==> src/hdl/lsc_pkg.sv <==
// Shared constants, codes and types of the LIFO stack with compaction.
package lsc_pkg;

   // Default geometry of the entry store.
   localparam int DEPTH_DEF     = 16;
   localparam int WORD_BITS_DEF = 32;

   // Fixed widths of the channel fields.
   localparam int OP_W  = 2;
   localparam int VAL_W = 32;
   localparam int ST_W  = 2;
   localparam int ENT_W = 5;

   // Operation codes.
   localparam logic [OP_W-1:0] OP_PUSH    = 2'd0;
   localparam logic [OP_W-1:0] OP_POP     = 2'd1;
   localparam logic [OP_W-1:0] OP_COMPACT = 2'd2;

   // Status codes.
   localparam logic [ST_W-1:0] ST_OK    = 2'd0;
   localparam logic [ST_W-1:0] ST_UNDER = 2'd1;
   localparam logic [ST_W-1:0] ST_OVER  = 2'd2;
   localparam logic [ST_W-1:0] ST_EMPTY = 2'd3;

   // One finished result, handed from the controller to the output register.
   typedef struct packed {
      logic             load;
      logic [VAL_W-1:0] value;
      logic [ST_W-1:0]  status;
      logic [ENT_W-1:0] entries;
   } res_type;

endpackage

==> src/hdl/lsc_mem.sv <==
// Entry store: one write port, one read port with registered read data.
module lsc_mem
   import lsc_pkg::*;
#(
   parameter int DEPTH     = DEPTH_DEF,
   parameter int WORD_BITS = WORD_BITS_DEF,
   localparam int AW       = $clog2(DEPTH)
) (
   input  logic                 clock,
   input  logic                 wr_en,
   input  logic [AW-1:0]        wr_addr,
   input  logic [WORD_BITS-1:0] wr_data,
   input  logic                 rd_en,
   input  logic [AW-1:0]        rd_addr,
   output logic [WORD_BITS-1:0] rd_data
);

   logic [WORD_BITS-1:0] store_ff [DEPTH];
   logic [WORD_BITS-1:0] rd_data_ff;

   always_ff @(posedge clock) begin
      if (wr_en) begin
         store_ff[wr_addr] <= wr_data;
      end
   end

   always_ff @(posedge clock) begin
      if (rd_en) begin
         rd_data_ff <= store_ff[rd_addr];
      end
   end

   assign rd_data = rd_data_ff;

endmodule

==> src/hdl/lsc_ctrl.sv <==
// Stack controller: entry count, operation sequencing and compaction walk.
module lsc_ctrl
   import lsc_pkg::*;
#(
   parameter int DEPTH     = DEPTH_DEF,
   parameter int WORD_BITS = WORD_BITS_DEF,
   localparam int AW       = $clog2(DEPTH),
   localparam int CW       = $clog2(DEPTH + 1)
) (
   input  logic                 clock,
   input  logic                 reset,
   input  logic                 accept,
   input  logic [OP_W-1:0]      op,
   input  logic [WORD_BITS-1:0] word,
   output logic                 idle,
   output res_type              res,
   output logic                 mem_we,
   output logic [AW-1:0]        mem_waddr,
   output logic [WORD_BITS-1:0] mem_wdata,
   output logic                 mem_re,
   output logic [AW-1:0]        mem_raddr,
   input  logic [WORD_BITS-1:0] mem_rdata
);

   typedef enum logic [2:0] {
      S_IDLE = 3'b001,
      S_POP  = 3'b010,
      S_CMP  = 3'b100
   } state_type;

   state_type     state_ff, state_in;
   logic [CW-1:0] count_ff, count_in;
   logic [CW-1:0] rd_ptr_ff, rd_ptr_in;
   logic [CW-1:0] wr_ptr_ff, wr_ptr_in;
   logic          pend_ff, pend_in;
   logic [CW-1:0] cnt_dec;
   logic [CW-1:0] cnt_inc;
   logic          issue;

   assign cnt_dec = count_ff - CW'(1);
   assign cnt_inc = count_ff + CW'(1);
   assign issue   = (rd_ptr_ff != count_ff);
   assign idle    = (state_ff == S_IDLE);

   always_comb begin
      state_in  = state_ff;
      count_in  = count_ff;
      rd_ptr_in = rd_ptr_ff;
      wr_ptr_in = wr_ptr_ff;
      pend_in   = 1'b0;
      mem_we    = 1'b0;
      mem_waddr = '0;
      mem_wdata = '0;
      mem_re    = 1'b0;
      mem_raddr = '0;
      res       = '0;
      unique case (state_ff)
         S_IDLE: begin
            if (accept) begin
               res.load    = 1'b1;
               res.status  = ST_OK;
               res.entries = ENT_W'(count_ff);
               case (op)
                  OP_PUSH: begin
                     if (count_ff == CW'(DEPTH)) begin
                        res.status = ST_OVER;
                     end else begin
                        mem_we      = 1'b1;
                        mem_waddr   = count_ff[AW-1:0];
                        mem_wdata   = word;
                        count_in    = cnt_inc;
                        res.entries = ENT_W'(cnt_inc);
                     end
                  end
                  OP_POP: begin
                     if (count_ff == '0) begin
                        res.status = ST_UNDER;
                     end else begin
                        // read the top entry; the result follows next cycle
                        res.load  = 1'b0;
                        mem_re    = 1'b1;
                        mem_raddr = cnt_dec[AW-1:0];
                        state_in  = S_POP;
                     end
                  end
                  OP_COMPACT: begin
                     if (count_ff == '0) begin
                        res.status = ST_EMPTY;
                     end else begin
                        res.load  = 1'b0;
                        rd_ptr_in = '0;
                        wr_ptr_in = '0;
                        state_in  = S_CMP;
                     end
                  end
                  default: begin
                  end
               endcase
            end
         end
         S_POP: begin
            // clear the popped slot and drop the count
            mem_we      = 1'b1;
            mem_waddr   = cnt_dec[AW-1:0];
            mem_wdata   = '0;
            count_in    = cnt_dec;
            res.load    = 1'b1;
            res.value   = VAL_W'(mem_rdata);
            res.status  = ST_OK;
            res.entries = ENT_W'(cnt_dec);
            state_in    = S_IDLE;
         end
         S_CMP: begin
            // read ahead one entry; writes trail reads so they never collide
            if (issue) begin
               mem_re    = 1'b1;
               mem_raddr = rd_ptr_ff[AW-1:0];
               rd_ptr_in = rd_ptr_ff + CW'(1);
            end
            pend_in = issue;
            if (pend_ff && (mem_rdata != '0)) begin
               mem_we    = 1'b1;
               mem_waddr = wr_ptr_ff[AW-1:0];
               mem_wdata = mem_rdata;
               wr_ptr_in = wr_ptr_ff + CW'(1);
            end
            if (!issue && !pend_ff) begin
               count_in    = wr_ptr_ff;
               res.load    = 1'b1;
               res.status  = ST_OK;
               res.entries = ENT_W'(wr_ptr_ff);
               state_in    = S_IDLE;
            end
         end
         default: begin
            state_in = S_IDLE;
         end
      endcase
   end

   always_ff @(posedge clock) begin
      if (reset) begin
         state_ff  <= S_IDLE;
         count_ff  <= '0;
         rd_ptr_ff <= '0;
         wr_ptr_ff <= '0;
         pend_ff   <= 1'b0;
      end else begin
         state_ff  <= state_in;
         count_ff  <= count_in;
         rd_ptr_ff <= rd_ptr_in;
         wr_ptr_ff <= wr_ptr_in;
         pend_ff   <= pend_in;
      end
   end

`ifndef SYNTHESIS
   a_count_range: assert property (@(posedge clock) disable iff (reset)
      count_ff <= CW'(DEPTH))
      else $error("entry count above depth");

   a_wr_trails_rd: assert property (@(posedge clock) disable iff (reset)
      (state_ff == S_CMP) |-> (wr_ptr_ff <= rd_ptr_ff))
      else $error("compaction write pointer passed read pointer");

   a_no_port_clash: assert property (@(posedge clock) disable iff (reset)
      (mem_we && mem_re) |-> (mem_waddr != mem_raddr))
      else $error("read and write of the same entry in one cycle");
`endif

endmodule

==> src/hdl/lifo_stack_with_compaction.sv <==
// LIFO stack with compaction: top level with output register.
// Push, unknown op and every error case give the result in the cycle after
// accept; pop first reads the top entry, then clears it and gives the result;
// compact does one memory read per stored entry.
// One item at a time: a new request is taken only when the controller is idle
// and the output register is free.
// Reset clears the entry count; the store itself is not cleared.
module lifo_stack_with_compaction
   import lsc_pkg::*;
#(
   parameter int DEPTH     = DEPTH_DEF,
   parameter int WORD_BITS = WORD_BITS_DEF
) (
   input  logic             clock,
   input  logic             reset,
   input  logic             req_valid,
   output logic             req_stall,
   input  logic [OP_W-1:0]  req_op,
   input  logic [VAL_W-1:0] req_push_value,
   output logic             rsp_valid,
   input  logic             rsp_stall,
   output logic [VAL_W-1:0] rsp_pop_value,
   output logic [ST_W-1:0]  rsp_status,
   output logic [ENT_W-1:0] rsp_entries_now
);

   localparam int AW = $clog2(DEPTH);

   logic                 idle;
   logic                 out_free;
   logic                 accept;
   res_type              res;
   logic                 mem_we;
   logic [AW-1:0]        mem_waddr;
   logic [WORD_BITS-1:0] mem_wdata;
   logic                 mem_re;
   logic [AW-1:0]        mem_raddr;
   logic [WORD_BITS-1:0] mem_rdata;

   logic             rsp_valid_ff;
   logic [VAL_W-1:0] pop_value_ff;
   logic [ST_W-1:0]  status_ff;
   logic [ENT_W-1:0] entries_ff;

   // The output register is free when empty or being taken this cycle.
   assign out_free  = !rsp_valid_ff || !rsp_stall;
   // Take a new item only when the controller is idle and the result can land.
   assign req_stall = !(idle && out_free);
   assign accept    = req_valid && !req_stall;

   lsc_ctrl #(
      .DEPTH     (DEPTH),
      .WORD_BITS (WORD_BITS)
   ) u_ctrl (
      .clock     (clock),
      .reset     (reset),
      .accept    (accept),
      .op        (req_op),
      .word      (WORD_BITS'(req_push_value)),
      .idle      (idle),
      .res       (res),
      .mem_we    (mem_we),
      .mem_waddr (mem_waddr),
      .mem_wdata (mem_wdata),
      .mem_re    (mem_re),
      .mem_raddr (mem_raddr),
      .mem_rdata (mem_rdata)
   );

   lsc_mem #(
      .DEPTH     (DEPTH),
      .WORD_BITS (WORD_BITS)
   ) u_mem (
      .clock   (clock),
      .wr_en   (mem_we),
      .wr_addr (mem_waddr),
      .wr_data (mem_wdata),
      .rd_en   (mem_re),
      .rd_addr (mem_raddr),
      .rd_data (mem_rdata)
   );

   // Hold the result until taken; load a new one when the controller finishes.
   always_ff @(posedge clock) begin
      if (reset) begin
         rsp_valid_ff <= 1'b0;
      end else if (res.load) begin
         rsp_valid_ff <= 1'b1;
      end else if (!rsp_stall) begin
         rsp_valid_ff <= 1'b0;
      end
   end

   always_ff @(posedge clock) begin
      if (res.load) begin
         pop_value_ff <= res.value;
         status_ff    <= res.status;
         entries_ff   <= res.entries;
      end
   end

   assign rsp_valid       = rsp_valid_ff;
   assign rsp_pop_value   = pop_value_ff;
   assign rsp_status      = status_ff;
   assign rsp_entries_now = entries_ff;

`ifndef SYNTHESIS
   a_no_overwrite: assert property (@(posedge clock) disable iff (reset)
      res.load |-> !(rsp_valid_ff && rsp_stall))
      else $error("result loaded over a stalled item");

   a_busy_stalls: assert property (@(posedge clock) disable iff (reset)
      !idle |-> req_stall)
      else $error("input taken while the controller is busy");

   a_rsp_held: assert property (@(posedge clock) disable iff (reset)
      (rsp_valid_ff && rsp_stall) |=>
         (rsp_valid_ff && $stable({pop_value_ff, status_ff, entries_ff})))
      else $error("stalled result changed");
`endif

endmodule
==> config.mk <==
export PLATFORM = sky130hd
export DESIGN_NAME = lifo_stack_with_compaction
export DESIGN_NICKNAME = d
export VERILOG_FILES = /design/src/hdl/lsc_pkg.sv /design/src/hdl/lsc_mem.sv /design/src/hdl/lsc_ctrl.sv /design/src/hdl/lifo_stack_with_compaction.sv
export SDC_FILE = /design/constraint.sdc
export NUM_CORES = 1
export LEC_CHECK = 0
export ABC_AREA = 1
export BUFFER_PORTS_ARGS = -buffer_cell sky130_fd_sc_hd__clkbuf_2
export CELL_PAD_IN_SITES_DETAIL_PLACEMENT = 2
export CELL_PAD_IN_SITES_GLOBAL_PLACEMENT = 2
export CORE_MARGIN = 2
export CORE_UTILIZATION = 35
export CTS_CLUSTER_SIZE = 30
export DETAILED_ROUTE_END_ITERATION = 10
export MAX_ROUTING_LAYER = met4
export PLACE_DENSITY_LB_ADDON = 0.1
export SLEW_MARGIN = 10
export SYNTH_ARGS = -nofsm -noshare
export SYNTH_HDL_FRONTEND = slang
export SYNTH_SLANG_ARGS = --single-unit
==> constraint.sdc <==
create_clock -name clock -period 5.7 [get_ports clock]
set_input_delay 0.855 -clock clock [delete_from_list [all_inputs] [get_ports clock]]
set_output_delay 0.855 -clock clock [all_outputs]
set_load 0.02 [all_outputs]
After elaboration in Yosys (flattened, before gate mapping):

Memories as Yosys holds them, arrays and structs flattened. A register that Yosys moved wholly into a read port is not among the register bits.
Index checks and enable logic that the tools add are counted.

* div/mod/pow operators: 0
* bitwise gates (word level): 1
* add/subtract/negate cells: 4
* equality and inequality tests: 17
* reductions and logical operators: 21
* shift operators: 0
* magnitude comparators: 0
* multipliers: 0
* mux-type cells: 59

Operators by type and width (count)
* $mux W32: 4
* $pmux W32 S2: 1
* $mux W5: 10
* $mux W4: 8
* $reduce_bool A32 Y1: 1
* $pmux W7 S3: 1
* $pmux W5 S2: 2
* $mux W1: 17
* $add A5 B1 Y5 const B: 3
* $pmux W5 S3: 1
* $reduce_and A5 Y1: 3
* $mux W3: 4
* $ne A2 B1 Y1 const B: 6
* $pmux W3 S2: 2
* $pmux W4 S3: 1
* $pmux W4 S2: 1
* $mux W7: 1
* $ne A3 B3 Y1 const B: 2
* $pmux W1 S3: 2
* $pmux W2 S3: 1
* $eq A5 B5 Y1 const B: 1
* $logic_not A1 Y1: 5
* $logic_not A5 Y1: 1
* $ne A5 B5 Y1: 1
* 18 further kinds: 23

* word-level logic and storage cells: 112
* memories kept: 1
* latch bits: 0
* bits in registers: 59
* output and inout bits: 41
* input bits: 38
* memory bits (read-only): 0
* RAM bits: 512

Memories
* u_mem.store_ff: words 16, bits a word 32, read ports 1, clocked after memory_dff 1, write ports 1, line lsc_mem.sv:18 `logic [WORD_BITS-1:0] store_ff [DEPTH];`

Longest topological paths before layout:

* depth after elaboration: 8
* mapped depth: 16
* gate-level depth less buffers: 13

Modules after synthesis:

A second synthesis with hierarchy kept.

* cells, all modules: 2590
* area total of the unflattened synthesis: 26689.3 µm²

By module, submodules not included
* lsc_mem: seq. area each 16335.7 µm², cells each 2120, times used 1, area an instance 23050.9 µm²
* lsc_ctrl: seq. area each 380.4 µm², cells each 424, times used 1, area an instance 2416.1 µm²
* lifo_stack_with_compaction: seq. area each 1191.1 µm², cells each 46, times used 1, area an instance 1222.4 µm²

Least setup slack after synthesis:

Ideal clock, no wire load.

* path type: reg-to-reg
* start: register u_ctrl.count_ff[3]
* end: register entries_ff[0] (netlist: rsp_entries_now[0]) (enable)
* period minus slack after synthesis: 4.258 ns
* path buffers: 1
* slack: 1.442 ns
* stages on the path, launching flop included: 10
* data arrival time: 3.767 ns
* required time: 5.209 ns
* path through: dfxtp_1 clkbuf_2 inv_1 nand2_1 nand2_1 nor2_1 nand3_1 nor2_1 inv_1 o21ai_0

RTL lines
* start, declared: line lsc_ctrl.sv:32 `logic [CW-1:0] count_ff, count_in;`
* start signal, assigned: line lsc_ctrl.sv:150 `count_ff <= count_in;`
* end signal, assigned: line lifo_stack_with_compaction.sv:98 `entries_ff <= res.entries;`
* end, declared: line lifo_stack_with_compaction.sv:43 `logic [ENT_W-1:0] entries_ff;`

Final worst setup path:

* start: register u_ctrl.state_ff[1]
* end: memory u_mem.store_ff[7][18] (netlist bit) (enable)

* word-level cells in the longest chain between the ends: 7
* elaborated cells on any way between the ends: 11
* classes of those cells: 3 x eq/ne; 6 x mux; 2 x reduce/logical

RTL lines
* start, declared: line lsc_ctrl.sv:31 `state_type state_ff, state_in;`
* start signal, assigned: line lsc_ctrl.sv:149 `state_ff <= state_in;`
* $eq A3 B1 Y1: line lsc_ctrl.sv:43, lsc_ctrl.sv:57
* $logic_and A1 B1 Y1: line lifo_stack_with_compaction.sv:48 `assign req_stall = !(idle && out_free);`
* $logic_and A1 B1 Y1: line lifo_stack_with_compaction.sv:49 `assign accept = req_valid && !req_stall;`
* $mux W1: line lsc_ctrl.sv:59 `if (accept) begin`
* $pmux W1 S3: line lsc_ctrl.sv:57 `unique case (state_ff)`
* $mux W1: line lsc_mem.sv:22 `if (wr_en) begin`
* $mux W1 (not written as such): line lsc_mem.sv:23 `store_ff[wr_addr] <= wr_data;`
* end, declared: line lsc_mem.sv:18

Parallel ways exist; a longest one is shown, timed or not.

==> results.md <==
- Status: finished, final reports clean
- CP Data Arrival Time: 4.03 ns
- Hold path startpoint: u_ctrl.wr_ptr_ff[0]$_SDFFE_PP0P_
- Row cnt: 101
- I/O Buffers: 78
- Syn Area/Cell: 10.6 µm²
- Setup TNS: 0 ns
- Library cells used by synthesis: 31
- Slew @ Worst Pin: 1.15 ns
- Met3 Use GR: 2.96%
- R2R Path Start: u_ctrl.state_ff[1]$_SDFFE_PP0P_
- All-Layer GR Usage: 23.9%
- Hold Path Class: flop to flop
- Synth-to-Final Area Change: 15.0%
- Ant. Diodes: 0
- Total grt overflow: 0
- Root buffer cell: clkbuf_16
- Synth warn: 0
- Hold worst-path end: u_ctrl.wr_ptr_ff[0]$_SDFFE_PP0P_
- Vias in the first global route: 20,900
- TritonCTS buffer count: 72
- Skew-Pair Late Insertion Delay: 0.61 ns
- First-pass GRT wire length: 135,000 µm
- Synth async-reset ratio: 0%
- EDFF count, synth: 583
- Lkg Pwr: 12.3 nW
- # Max-Cap Violations: 0
- Post-Route WL: 89,300 µm
- Startpoint types: flop
- Worst Clk Skew: 0.0152 ns
- Total design power: 11.4 mW
- Drt initial violations: 1,200
- FF-to-FF End: u_mem.store_ff[7][18]$_DFFE_PP_
- Synthesized area: 26,600 µm²
- Slew HR: 22.9%
- CTS Buffer Depth: 3
- CTS Sinks: 603
- Crit-path max FO: 18
- Max Fclk: 0.268 GHz
- Endpoint type of the worst setup path: flop
- H-tree depth: 3
- Core region area: 75,600 µm²
- Cell count after synthesis: 2,514
- Yosys reg bits: 603
- Kind of critical path: flop to flop
- Final Hold Vio Count: 0
- Period minus WS final: 3.73 ns
- Vias/cell: 5.25
- CTS tree: yes
- Seq/Total Area, Yosys: 67.3%
- Commonest non-fill, non-tap cell in the layout: nand3_1
- Reg-to-reg slack, setup: 1.97 ns
- RSZ-0062 raised after global routing: no
- Hold_buf cts: 0
- Initial core utilization: 35.2%
- Busiest layer in global routing: met2
- Chip height: 280 µm
- Post-DP HPWL: 49,400 µm
- WL/cell: 24.7 µm
- Cell area power density: 374 nW/µm²
- Clock slew at the register clock pins of the worst setup and hold paths: 0.06 ns
- Post-CTS Setup Bufs: 0
- Largest net degree at the start of global routing: 160
- R2R cell count: 9
- Vias: 19,000
- Maximum VDD drop: 0.000187 V
- Top_reg_cell synth: edfxtp_1
- Post-CTS resize count: 0
- CP required: 6.00 ns
- Period utilization: 65.4%
- Hold Path Cell Cnt: 1
- GR Util met1: 30.5%
- Most frequent cells in the layout: nand3_1, edfxtp_1, nand2_1
- Die ar.: 78,200 µm²
- Synth Net Count: 2,562
- # setup viols final: 0
- Final net count: 2,630
- Global placement routability congestion: 0.805
- Share of cells above drive strength 1: 10.2%
- Max-slew violation count: 0
- Die W: 280 µm
- Met2 usage: 40.2%
- Post-route ant nets: 0
- DRT Pass-1 Iters: 5
- I/O Pins: 79
- DRC errors left: 0
- Antenna violations before repair: 0
==> cell usage after synthesis (2+ instances only) <==
master    number  area share, %
nand3_1      594             11
edfxtp_1     583             66
nand2_1      459            6.5
inv_1        421            5.9
buf_2         96            1.8
nand3b_1      86            2.4
nor2_1        86            1.2
o21ai_0       46           0.87
clkbuf_1      37           0.52
a21oi_1       20           0.38
dfxtp_1       20            1.5
nand4_1       12           0.28
buf_1         11           0.16
ha_1          10           0.47
nor3_1         6           0.11
a31oi_1        5           0.12
xor2_1         4           0.13
xnor2_1        3          0.099
inv_2          2          0.028
o22ai_1        2          0.047
==> state kept, by name, indices dropped and copies added, names as in the netlist <==
signal / flops
u_mem.rd_data: 32
u_ctrl.wr_ptr_ff: 5
u_mem.store_ff: 512
u_ctrl.pend_ff: 1
rsp_status: 2
u_ctrl.rd_ptr_ff: 5
rsp_valid: 1
rsp_pop_value: 32
u_ctrl.count_ff: 5
u_ctrl.state_ff: 3
rsp_entries_now: 5
==> routing by layer <==
metal | vias up | wire length, µm
li1 | 8611 | -
met1 | 9941 | 40200
met2 | 310 | 44200
met3 | 128 | 2910
met4 | 0 | 2000
met5 | - | 0
==> final cells by class <==
class | instances | area (µm²)
multi-input combinational | 1343 | 6650
sequential | 603 | 17900
fill | 7906 | 45000
timing repair buffer | 139 | 1050
clock inverter | 33 | 209
clock buffer | 96 | 1960
tap | 978 | 1220
inverter | 423 | 1590
==> report_power, final <==
group | switching (mW) | internal, mW
logic | 1.36 | 0.478
registers | 0.0680 | 5.16
clock network | 1.88 | 2.50
total | 3.31 | 8.14
==> cells by family after synthesis <==
logic type | Yosys count | share of synthesized area [%]
xor+xnor | 7 | 0.231
buf+inv | 568 | 8.47
simple gates | 1248 | 21.9
flops | 603 | 67.3
compound gates | 78 | 1.58
fa+ha+maj | 10 | 0.471
==> worst max-delay path: stages, from the launching register on <==
cell and delay, ns:
dfxtp_1 0.34, inv_1 0.07, nor3_1 0.60, inv_2 0.37
nor2_1 0.24, a31oi_1 0.09, o21ai_0 0.23, nand2_1 0.36
nor2_4 0.81, buf_12 0.29
==> worst max-delay path by stage <==
stage	startpoint	endpoint	slack (ns)	cells after the start
finish	u_ctrl.state_ff[1]$_SDFFE_PP0P_	u_mem.store_ff[7][18]$_DFFE_PP_	1.97	9
CTS	u_ctrl.state_ff[1]$_SDFFE_PP0P_	u_mem.store_ff[7][18]$_DFFE_PP_	1.87	9
global route	u_ctrl.state_ff[1]$_SDFFE_PP0P_	u_mem.store_ff[7][11]$_DFFE_PP_	1.72	9
detailed placement	rsp_stall	u_mem.store_ff[4][15]$_DFFE_PP_	1.76	12
floorplan	u_ctrl.count_ff[3]$_SDFFE_PP0P_	rsp_entries_now[0]$_DFFE_PP_	1.44	9
global placement	rsp_stall	u_mem.store_ff[4][18]$_DFFE_PP_	1.83	12
==> through the flow <==
| step | hold slack (ns) | worst slack [ns] | cells | instance area, µm² | util, % |
|---|---|---|---|---|---|
| 4_1_cts | 0.498 | 1.87 | 3615 | 30600 | 40.5 |
| 5_1_grt | 0.537 | 1.72 | 3615 | 30600 | 40.5 |
| 3_3_place_gp | 0.466 | 1.83 | 3486 | 28400 | 37.6 |
| 2_1_floorplan | 0.447 | 1.44 | 2514 | 26600 | - |
| 6_report | 0.508 | 1.97 | 3615 | 30600 | 40.5 |
| 3_5_place_dp | 0.477 | 1.76 | 3486 | 28400 | 37.6 |
No activity file was read; power rests on OpenSTA's default activity.
